[config.mk]
export PLATFORM = sky130hd
export DESIGN_NAME = fixed_ascii_command_frame_parser_core
export DESIGN_NICKNAME = d
export VERILOG_FILES = /design/src/facfp_pkg.sv /design/src/facfp_value_parse.sv /design/src/fixed_ascii_command_frame_parser_core.sv
export SDC_FILE = /design/constraint.sdc
export NUM_CORES = 1
export LEC_CHECK = 0
export BUFFER_PORTS_ARGS = -buffer_cell sky130_fd_sc_hd__buf_2
export CAP_MARGIN = 20
export CORE_ASPECT_RATIO = 0.8
export CORE_UTILIZATION = 35
export DETAILED_ROUTE_END_ITERATION = 6
export GPL_TIMING_DRIVEN = 1
export PLACE_DENSITY = 0.6
export SETUP_SLACK_MARGIN = 0.3
export SYNTH_ARGS = -nofsm -noshare
export SYNTH_HDL_FRONTEND = slang
export SYNTH_SLANG_ARGS = --single-unit
[constraint.sdc]
create_clock -name clk_i -period 3 [get_ports clk_i]
set_input_delay 0.15 -clock clk_i [delete_from_list [all_inputs] [get_ports clk_i]]
set_output_delay 0.15 -clock clk_i [all_outputs]
set_load 0.1 [all_outputs]
[src/facfp_pkg.sv]
`timescale 1ns / 1ps
// ----------------------------------------------------------------------------
// Fixed ASCII command frame parser package
// Frame layout constants, character codes and the value parser state types.
// ----------------------------------------------------------------------------
package facfp_pkg;

  localparam int VALUE_CHARS = 6;

  localparam int POS_W = 4;
  localparam int MAG_W = 20;
  localparam int VAL_W = 16;
  localparam int CHR_W = 8;

  localparam logic [POS_W-1:0] POS_START = POS_W'(0);
  localparam logic [POS_W-1:0] POS_A     = POS_W'(1);
  localparam logic [POS_W-1:0] POS_SEP1  = POS_W'(2);
  localparam logic [POS_W-1:0] POS_VAL   = POS_W'(3);
  localparam logic [POS_W-1:0] POS_SEP2  = POS_W'(VALUE_CHARS + 3);
  localparam logic [POS_W-1:0] POS_B     = POS_W'(VALUE_CHARS + 4);
  localparam logic [POS_W-1:0] POS_LAST  = POS_W'(VALUE_CHARS + 5);

  localparam logic [CHR_W-1:0] CHR_DOLLAR = 8'h24;
  localparam logic [CHR_W-1:0] CHR_COMMA  = 8'h2C;
  localparam logic [CHR_W-1:0] CHR_HASH   = 8'h23;
  localparam logic [CHR_W-1:0] CHR_PLUS   = 8'h2B;
  localparam logic [CHR_W-1:0] CHR_MINUS  = 8'h2D;
  localparam logic [CHR_W-1:0] CHR_ZERO   = 8'h30;
  localparam logic [CHR_W-1:0] CHR_NINE   = 8'h39;
  localparam logic [CHR_W-1:0] CHR_TAB    = 8'h09;
  localparam logic [CHR_W-1:0] CHR_CR     = 8'h0D;
  localparam logic [CHR_W-1:0] CHR_SPACE  = 8'h20;

  typedef enum logic [1:0] {
    PH_SKIP,
    PH_SIGN,
    PH_DIGITS,
    PH_DONE
  } phase_e;

  typedef struct packed {
    phase_e             phase;
    logic [MAG_W-1:0]   magnitude;
    logic               negative;
  } parse_state_t;

  localparam parse_state_t PARSE_RESTART = '{phase: PH_SKIP, magnitude: '0, negative: 1'b0};

endpackage

[src/facfp_value_parse.sv]
`timescale 1ns / 1ps
// ----------------------------------------------------------------------------
// Value field character parser
// Advances the base 10 value parser by one character: whitespace skip,
// optional sign, then digit accumulation with a multiply by ten.
// ----------------------------------------------------------------------------
module facfp_value_parse (
  input  facfp_pkg::parse_state_t      state_i,
  input  logic [facfp_pkg::CHR_W-1:0]  char_i,
  output facfp_pkg::parse_state_t      state_o
);

  logic                        is_digit;
  logic                        is_space;
  logic [3:0]                  digit;
  logic [facfp_pkg::MAG_W+3:0] times_ten;
  logic [facfp_pkg::MAG_W+3:0] accum;

  assign is_digit  = char_i inside {[facfp_pkg::CHR_ZERO:facfp_pkg::CHR_NINE]};
  assign is_space  = char_i inside {[facfp_pkg::CHR_TAB:facfp_pkg::CHR_CR],
                                    facfp_pkg::CHR_SPACE};
  assign digit     = char_i[3:0];
  assign times_ten = {1'b0, state_i.magnitude, 3'b000} + {3'b000, state_i.magnitude, 1'b0};
  assign accum     = times_ten + {{facfp_pkg::MAG_W{1'b0}}, digit};

  always_comb begin
    state_o = state_i;
    case (state_i.phase)
      facfp_pkg::PH_SKIP: begin
        if (is_space) begin
          state_o.phase = facfp_pkg::PH_SKIP;
        end else if (char_i == facfp_pkg::CHR_PLUS) begin
          state_o.phase = facfp_pkg::PH_SIGN;
        end else if (char_i == facfp_pkg::CHR_MINUS) begin
          state_o.negative = 1'b1;
          state_o.phase    = facfp_pkg::PH_SIGN;
        end else if (is_digit) begin
          state_o.magnitude = {{(facfp_pkg::MAG_W-4){1'b0}}, digit};
          state_o.phase     = facfp_pkg::PH_DIGITS;
        end else begin
          state_o.phase = facfp_pkg::PH_DONE;
        end
      end
      facfp_pkg::PH_SIGN: begin
        if (is_digit) begin
          state_o.magnitude = {{(facfp_pkg::MAG_W-4){1'b0}}, digit};
          state_o.phase     = facfp_pkg::PH_DIGITS;
        end else begin
          state_o.magnitude = '0;
          state_o.phase     = facfp_pkg::PH_DONE;
        end
      end
      facfp_pkg::PH_DIGITS: begin
        if (is_digit) begin
          state_o.magnitude = accum[facfp_pkg::MAG_W-1:0];
        end else begin
          state_o.phase = facfp_pkg::PH_DONE;
        end
      end
      default: begin
        state_o = state_i;
      end
    endcase
  end

endmodule

[src/fixed_ascii_command_frame_parser_core.sv]
`timescale 1ns / 1ps
// ----------------------------------------------------------------------------
// Fixed ASCII command frame parser
// Counts bytes through fixed frames, checks the delimiters, parses the signed
// decimal value on the fly and emits one result transaction per frame.
// ----------------------------------------------------------------------------
// Throughput: one byte per cycle, limited by the single frame state update;
// the result is registered and appears in the cycle after the last byte of
// a frame is taken. The output register lets every byte but the last of a
// frame be taken while a result waits for tready; the last byte waits.
// Reset: asynchronous, active low; position, delimiter flag and parser clear,
// and the held values return to ASCII zero, zero and ASCII zero.

module fixed_ascii_command_frame_parser_core (
  input  logic        clk_i,
  input  logic        rst_ni,
  input  logic        s_axis_tvalid,
  output logic        s_axis_tready,
  input  logic [7:0]  s_axis_tdata,   // [7:0] rx_byte
  output logic        m_axis_tvalid,
  input  logic        m_axis_tready,
  output logic [31:0] m_axis_tdata,   // [7:0] command_a, [23:8] command_value,
                                      // [31:24] command_b
  output logic        m_axis_tuser    // [0] frame_ok
);

  logic [facfp_pkg::POS_W-1:0] pos_q, pos_d;
  logic                        good_q, good_d;
  facfp_pkg::parse_state_t     parse_q, parse_d, parse_next;
  logic [facfp_pkg::CHR_W-1:0] pend_a_q, pend_a_d;
  logic [facfp_pkg::CHR_W-1:0] pend_b_q, pend_b_d;
  logic [facfp_pkg::CHR_W-1:0] held_a_q, held_a_d;
  logic [facfp_pkg::CHR_W-1:0] held_b_q, held_b_d;
  logic [facfp_pkg::VAL_W-1:0] held_val_q, held_val_d;
  logic                        out_valid_q, out_valid_d;
  logic [31:0]                 out_data_q, out_data_d;
  logic                        out_ok_q, out_ok_d;

  logic                        accept;
  logic                        in_value;
  logic                        frame_ok;
  logic [facfp_pkg::VAL_W-1:0] new_value;

  assign s_axis_tready = !out_valid_q || m_axis_tready || (pos_q != facfp_pkg::POS_LAST);
  assign accept        = s_axis_tvalid && s_axis_tready;
  assign in_value      = (pos_q >= facfp_pkg::POS_VAL) && (pos_q < facfp_pkg::POS_SEP2);

  facfp_value_parse u_value_parse (
    .state_i (parse_q),
    .char_i  (s_axis_tdata),
    .state_o (parse_next)
  );

  assign new_value = parse_q.negative ?
                     (facfp_pkg::VAL_W'(0) - parse_q.magnitude[facfp_pkg::VAL_W-1:0]) :
                     parse_q.magnitude[facfp_pkg::VAL_W-1:0];
  assign frame_ok  = good_q && (s_axis_tdata == facfp_pkg::CHR_HASH);

  always_comb begin
    pos_d      = pos_q;
    good_d     = good_q;
    parse_d    = parse_q;
    pend_a_d   = pend_a_q;
    pend_b_d   = pend_b_q;
    held_a_d   = held_a_q;
    held_b_d   = held_b_q;
    held_val_d = held_val_q;
    out_data_d = out_data_q;
    out_ok_d   = out_ok_q;
    out_valid_d = out_valid_q && !m_axis_tready;
    if (accept) begin
      pos_d = pos_q + facfp_pkg::POS_W'(1);
      if (pos_q == facfp_pkg::POS_START) begin
        if (s_axis_tdata != facfp_pkg::CHR_DOLLAR) begin
          good_d = 1'b0;
        end
      end else if (pos_q == facfp_pkg::POS_A) begin
        pend_a_d = s_axis_tdata;
      end else if (pos_q == facfp_pkg::POS_SEP1) begin
        if (s_axis_tdata != facfp_pkg::CHR_COMMA) begin
          good_d = 1'b0;
        end
      end else if (in_value) begin
        parse_d = parse_next;
      end else if (pos_q == facfp_pkg::POS_SEP2) begin
        if (s_axis_tdata != facfp_pkg::CHR_COMMA) begin
          good_d = 1'b0;
        end
      end else if (pos_q == facfp_pkg::POS_B) begin
        pend_b_d = s_axis_tdata;
      end else begin
        pos_d   = facfp_pkg::POS_START;
        good_d  = 1'b1;
        parse_d = facfp_pkg::PARSE_RESTART;
        out_valid_d = 1'b1;
        out_ok_d    = frame_ok;
        if (frame_ok) begin
          held_a_d   = pend_a_q;
          held_b_d   = pend_b_q;
          held_val_d = new_value;
          out_data_d = {pend_b_q, new_value, pend_a_q};
        end else begin
          out_data_d = {held_b_q, held_val_q, held_a_q};
        end
      end
    end
  end

  always_ff @(posedge clk_i or negedge rst_ni) begin
    if (!rst_ni) begin
      pos_q       <= facfp_pkg::POS_START;
      good_q      <= 1'b1;
      parse_q     <= facfp_pkg::PARSE_RESTART;
      held_a_q    <= facfp_pkg::CHR_ZERO;
      held_b_q    <= facfp_pkg::CHR_ZERO;
      held_val_q  <= '0;
      out_valid_q <= 1'b0;
    end else begin
      pos_q       <= pos_d;
      good_q      <= good_d;
      parse_q     <= parse_d;
      held_a_q    <= held_a_d;
      held_b_q    <= held_b_d;
      held_val_q  <= held_val_d;
      out_valid_q <= out_valid_d;
    end
  end

  always_ff @(posedge clk_i) begin
    pend_a_q   <= pend_a_d;
    pend_b_q   <= pend_b_d;
    out_data_q <= out_data_d;
    out_ok_q   <= out_ok_d;
  end

  assign m_axis_tvalid = out_valid_q;
  assign m_axis_tdata  = out_data_q;
  assign m_axis_tuser  = out_ok_q;

endmodule

## Yosys cells after proc, flatten, opt, wreduce, memory -nomap -nowiden

Index checks and enable logic that the tools add are counted.

- Bits in registers: 109
- Input bits: 12
- Output and inout bits: 35

- $add $sub $neg: 4
- $lt $le $gt $ge: 6
- Eq/ne operators: 30
- Multiplexer cells: 40
- Bitwise gates (word level): 6
- Reduce and logical (&&, ||, !) cells: 21

Operators with widths:

| cell | number |
|---|---|
| 23-bit two-way mux | 3 |
| 22-bit case mux with 3 select lines | 1 |
| 21-bit two-way mux | 3 |
| 20-bit two-way mux | 3 |
| 8-bit by 6-bit == test with 1-bit output, second input constant | 4 |
| 32-bit two-way mux | 1 |
| 4-bit two-way mux | 6 |
| 20-bit adder | 1 |
| 20-bit by 4-bit adder with 20-bit output | 1 |
| 1-bit two-way mux | 18 |
| 16-bit two-way mux | 1 |
| 8-bit by 6-bit != test with 1-bit output, second input constant | 2 |
| 8-bit AND reduction | 2 |
| 1-bit by 16-bit subtractor with 16-bit output, first input constant | 1 |
| 7-bit AND reduction | 2 |
| 3-bit != test, second input constant | 4 |
| 12-bit AND reduction | 1 |
| 2-bit != test, second input constant | 5 |
| 10-bit AND reduction | 1 |
| 4-bit == test, second input constant | 2 |
| 8-bit by 4-bit greater-or-equal comparator with 1-bit output, second input constant | 1 |
| 8-bit by 6-bit greater-or-equal comparator with 1-bit output, second input constant | 1 |
| 8-bit by 4-bit less-or-equal comparator with 1-bit output, second input constant | 1 |
| 8-bit by 6-bit less-or-equal comparator with 1-bit output, second input constant | 1 |
| other kinds (22) | 41 |

## Longest topological paths before layout

- Word-level depth: 9
- Depth in mapped cells: 10

## Cells and area by module

From an unflattened synthesis, not the netlist that was laid out.

- Cells, all modules: 654
- Area, all modules: 6403.6 sq um

Modules (own cells, without submodules):

| module | instances | cells an instance | area each (sq um) | sequential area each (sq um) |
|---|---|---|---|---|
| fixed_ascii_command_frame_parser_core | 1 | 427 | 4729.5 | 3004.1 |
| facfp_value_parse | 1 | 227 | 1674.1 | 0.0 |

## Least setup slack after synthesis

Ideal clock, no wire load.

- Path kind: flip-flop to flip-flop
- Start: register pos_q[0] in the netlist's numbering
- End: register out_data_q[0] (netlist: m_axis_tdata[0]), enable pin
- Library setup time: 0.428 ns
- Arrival time: 2.830 ns
- Slack: -0.258 ns
- Cell stages (with the launch flop): 6
- Path buffers: 0
- Clock period less this slack: 3.258 ns
- Cells stage by stage: dfrtp_1 ha_1 nor2_1 o2bb2ai_2 or2_2 nor2_1

- Word-level cells in the longest chain between the ends: 4

RTL lines:

| item | line | RTL |
|---|---|---|
| start: declaration | fixed_ascii_command_frame_parser_core.sv:27 | `logic [facfp_pkg::POS_W-1:0] pos_q, pos_d;` |
| start signal: assignment | fixed_ascii_command_frame_parser_core.sv:111 | `pos_q <= facfp_pkg::POS_START;` |
| start signal: assignment | fixed_ascii_command_frame_parser_core.sv:119 | `pos_q <= pos_d;` |
| 4-bit by 2-bit greater-or-equal comparator with 1-bit output, or another cell as far along | fixed_ascii_command_frame_parser_core.sv:46 | `assign in_value = (pos_q >= facfp_pkg::POS_VAL) && (pos_q < facfp_pkg::POS_SEP2);` |
| 1-bit logical AND / 1-bit logical OR (equally long branches) | fixed_ascii_command_frame_parser_core.sv:46, fixed_ascii_command_frame_parser_core.sv:44 |  |
| 1-bit NOT (no source line) / 1-bit logical AND (equally long branches) | -- |  |
| 7-bit AND reduction (no source line) (*) | -- |  |
| end signal: assignment | fixed_ascii_command_frame_parser_core.sv:132 | `out_data_q <= out_data_d;` |
| end: declaration | fixed_ascii_command_frame_parser_core.sv:36 | `logic [31:0] out_data_q, out_data_d;` |

Every way passes the cells marked *; elsewhere a longest branch is shown, timed or not.
A chain may end at the register's enable or synchronous reset.

## Worst setup path in the final report

- Start: register parse_q[1] in the netlist's numbering
- End: register parse_q[16] in the netlist's numbering

- Word-level cells in the longest chain between the ends: 5

RTL lines:

| item | line | RTL |
|---|---|---|
| start: declaration | fixed_ascii_command_frame_parser_core.sv:29 | `facfp_pkg::parse_state_t parse_q, parse_d, parse_next;` |
| start signal: assignment | fixed_ascii_command_frame_parser_core.sv:113 | `parse_q <= facfp_pkg::PARSE_RESTART;` |
| start signal: assignment | fixed_ascii_command_frame_parser_core.sv:121 | `parse_q <= parse_d;` |
| 20-bit adder | facfp_value_parse.sv:23 | `assign times_ten = {1'b0, state_i.magnitude, 3'b000} + {3'b000, state_i.magnitude, 1'b0};` |
| 20-bit by 4-bit adder with 20-bit output | facfp_value_parse.sv:24 | `assign accum = times_ten + {{facfp_pkg::MAG_W{1'b0}}, digit};` |
| 20-bit two-way mux | facfp_value_parse.sv:54 | `if (is_digit) begin` |
| 22-bit case mux with 3 select lines | facfp_value_parse.sv:28 | `case (state_i.phase)` |
| 23-bit two-way mux | fixed_ascii_command_frame_parser_core.sv:83 | `end else if (in_value) begin` |

No other way between the ends. The select of a mux whose other input is x is not followed.

==> results.txt <==
----------------------------------------------------
[Logic synthesis]
  Count of flip-flops with a built-in enable after synthesis ... 49
  Dominant synthesized flop cell ... dfrtp_1
  Unique cell type count in the Yosys netlist ... 62
  Post-synthesis register bit count ... 106
  Most numerous cell in the Yosys netlist ... nand2_1
  Total of warnings raised by yosys ... 0
  Cell type with the largest total area after synthesis ... edfxtp_1
  Commonest cells in the synthesized netlist ... nand2_1, dfrtp_1, edfxtp_1
  Post-synth ARST share ... 0.538
  Sequential-to-total area share from yosys stat ... 0.515
  Post-synthesis instance area ... 0.00564 mm^2
  Per-instance average area after synthesis ... 10.7 um^2
  Share of the synthesized area in the top cell type ... 0.261
  Count of mapped cells out of synthesis ... 527
  Syn Nets ... 576
  Cell types with the largest area share after synthesis ... edfxtp_1, dfrtp_1, ha_1

[Detailed routing]
  Highest routing layer actually used ... met4
  Residual DRC count ... 0
  Amount of wire on met2 after detailed routing ... 5170 um
  Number of nets still failing antenna checks after routing ... 0
  Mean routed wirelength per cell ... 14.1 um
  DR vias/cell ... 4.94
  Met1 WL ... 5530 um
  Wire length reported by the detailed router ... 11200 um
  Sum of met3 wire segment lengths after detailed routing ... 393 um
  Detailed router's first-iteration violation count ... 164
  Vias after detailed routing ... 3920
  TritonRoute pass-1 iters ... 6

[Finish]
  Layout net count ... 623
  Fraction of final layout cells sized beyond drive strength 1 ... 0.221
  Post-route design area ... 0.00647 mm^2
  Area growth syn-to-layout ... 14.7%
  ANT cells ... 0

[GRT]
  Remaining global-route overflow ... 0
  Number of global-route vias before repair ... 3736
  Antenna violations before repair ... 0
  Total global-route track usage ... 0.143
  Pin count of the biggest net entering global routing ... 50
  Wire length of the first global-routing pass ... 18500 um

[Setup path]
  CP Max Fanout ... 6
  Classification of the worst setup path ... register to register
  Data arrival, critical path ... 2.88 ns
  Worst Path Required ... 3.26 ns
  Cells on worst reg2reg path ... 10
  Critical Path Start Type ... register
  Critical Path Sink ... parse_q[16]$_DFFE_PN0P_
  Reg-to-reg endpoint ... parse_q[16]$_DFFE_PN0P_
  R2r startpoint ... parse_q[1]$_DFFE_PN0P_
  Endpoint class of the critical path ... register
  CP startpoint ... parse_q[1]$_DFFE_PN0P_
  Setup slack of the most critical reg-to-reg path ... 0.38 ns

[Place]
  Input/output buffers ... 46
  Final RePlAce weighted congestion ... 0.850
  Detailed placer's ending HPWL ... 8090 um
  Area after DPL ... 0.00613 mm^2
  Placement-stage worst setup slack ... 0.257 ns

[Power]
  Fraction of power spent switching nets ... 0.480
  Cell-internal power ... 2.96 mW
  Sequential share of power ... 0.345
  Relative contribution of the clock network to total power ... 0.209
  Worst ir drop on vdd ... 0.349 mV
  Power per Cell Area ... 878 mW/mm^2
  Logic pwr share ... 0.445
  P_leak ... 2.74 nW
  Switching power summed over all nets ... 2.73 mW

[CTS]
  H-tree levels ... 3
  Number of buffers between clock root and the deepest sink ... 2
  Clock transition time at the flip-flop clock pins of the worst setup and hold paths ... 0.08 ns
  Number of buffers created by CTS ... 9
  CTS tree ... yes
  Latest clock arrival within the worst-skew pair ... 0.35 ns
  CTS Root Buffer Type ... clkbuf_16
  Clock Sink Count ... 106

[Floorplan]
  Die Y ... 116 um
  Total Die Area ... 0.0166 mm^2
  Io pins ... 47
  Core Box Area ... 0.0157 mm^2
  Number of rows created at floorplan ... 41
  Starting density of the core ... 0.358
  Die boundary width ... 144 um

[Timing]
  Hold WS ... 0.0411 ns
  Setup tns final ... 0 ns
  Transition time of the tightest slew-check pin ... 0.658 ns
  Shortest period the worst path allows ... 2.62 ns
  Number of hold violations in the final report ... 0
  Final Slew Violations ... 0
  Setup repair after global routing missed its margin ... true
  Slack of the critical path ... 0.383 ns
  Clock tree skew after final layout ... 0.00937 ns
  Final critical-path share of the clock period ... 0.872
  Slew Limit Headroom ... 0.562
  Setup Viol. Count Final ... 0
  Max frequency ... 382 MHz

[Min path]
  Hold_sp ... s_axis_tdata[7]
  Worst hold path type ... input pin to register

[Run status]
  Run status ... finished, final reports clean

[Flow run]
  Max cap viols ... 0

----------------------------------------------------
[cell families after synthesis]
kind of cell               count (synthesis)  synth area share
and+or+nand+nor                          185             0.145
AOI/OAI and AO/OA                        115             0.145
DFF                                      106             0.515
buffers and inverters                     38            0.0321
adders and majority gates                 37            0.0847
xor gates and xnor gates                  28            0.0434
muxes                                     18            0.0357
[critical path, cell delays in order (launching register included)]
cell and delay (ns):
dfrtp_2 0.42, inv_1 0.09, fa_1 0.48, inv_1 0.07
ha_1 0.33, a211oi_2 0.25, o21ai_2 0.14, o211ai_1 0.27
a21o_1 0.18, a21oi_1 0.08, o31ai_2 0.23
[state kept, by name (all words and copies together) (netlist names), 4 cells and up]
signal and flops:
m_axis_tdata 32, parse_q 19, held_val_q 16, held_a_q 8, held_b_q 8, pend_a_q 8
pend_b_q 8, pos_q 4
[cells in the final DEF, fill, tap and decap left out, types with 2 or more instances in the layout]
cell	synthesis	final
a211oi_1	5	2
a211oi_2	0	3
a21o_1	4	4
a21oi_1	14	14
a21oi_2	15	15
a31oi_1	3	3
a32oi_1	3	3
buf_12	0	2
buf_2	4	46
buf_4	1	7
clkbuf_16	0	9
clkinv_8	0	3
dfrtp_1	52	51
dfstp_2	5	5
edfxtp_1	49	49
ha_1	35	35
inv_1	17	17
mux2_2	17	17
nand2_1	104	104
nand2b_1	5	5
nand3_1	7	7
nand4_1	3	3
nor2_1	42	41
nor2b_1	4	4
nor3_1	3	3
nor4_1	2	2
o211ai_1	3	3
o21ai_0	38	37
o21ai_1	2	2
o21ai_2	2	3
o31ai_1	11	11
o31ai_2	2	2
o41ai_1	2	2
or2_2	2	2
xnor2_1	12	12
xor2_1	16	16
[final cells by class]
class / instances / area [um^2]
Clock inverter: 7 / 85.1
Inverter: 18 / 67.6
Fill cell: 1520 / 9280
Tap cell: 215 / 269
Clock buffer: 9 / 225
Multi-Input combinational cell: 383 / 2590
Timing Repair Buffer: 56 / 333
Sequential cell: 106 / 2910
[what timing repair did]
item	4_1_cts	5_1_grt
hold buffers	1	0
gates resized for setup	2	5
setup buffers	0	0
pin swaps	0	1
hold endpoints to repair	26	0
setup endpoints to repair	4	7
[how the worst min path moves through the flow]
stage / endpoint / depth (start not counted) / slack, ns
finish: pend_b_q[7]$_DFFE_PP_ / 1 / 0.04
global route: pend_b_q[7]$_DFFE_PP_ / 1 / 0.04
CTS: pend_a_q[7]$_DFFE_PP_ / 1 / 0.03
detailed placement: parse_q[15]$_DFFE_PN0P_ / 1 / 0.22
global placement: parse_q[15]$_DFFE_PN0P_ / 1 / 0.21
floorplan: held_a_q[0]$_DFFE_PN0P_ / 0 / -0.15
[power by group through the flow]
stage	Clock [mW]	Combinational (mW)	Sequential, mW
after detailed placement	0	2.51	1.99
after CTS	1.21	2.52	1.96
after global placement	0	2.47	1.98
after global routing	1.27	2.71	2.00
final	1.19	2.53	1.96
after floorplan	0	0.918	3.08
[through the flow]
step                utilization  std cells  total power, mW
floorplan                     -        527             4.00
global placement          0.389        777             4.45
finish                    0.411        794             5.68
detailed placement        0.389        777             4.50
CTS                       0.410        794             5.69
global route              0.411        794             5.98
[routing by layer]
metal | GRT usage | vias to the layer above
met2 | 0.222 | 82
met5 | 0 | -
met4 | 0.0482 | 0
met3 | 0.0260 | 10
met1 | 0.199 | 1865
li1 | - | 1963
Power figures use the tool's default switching activity.
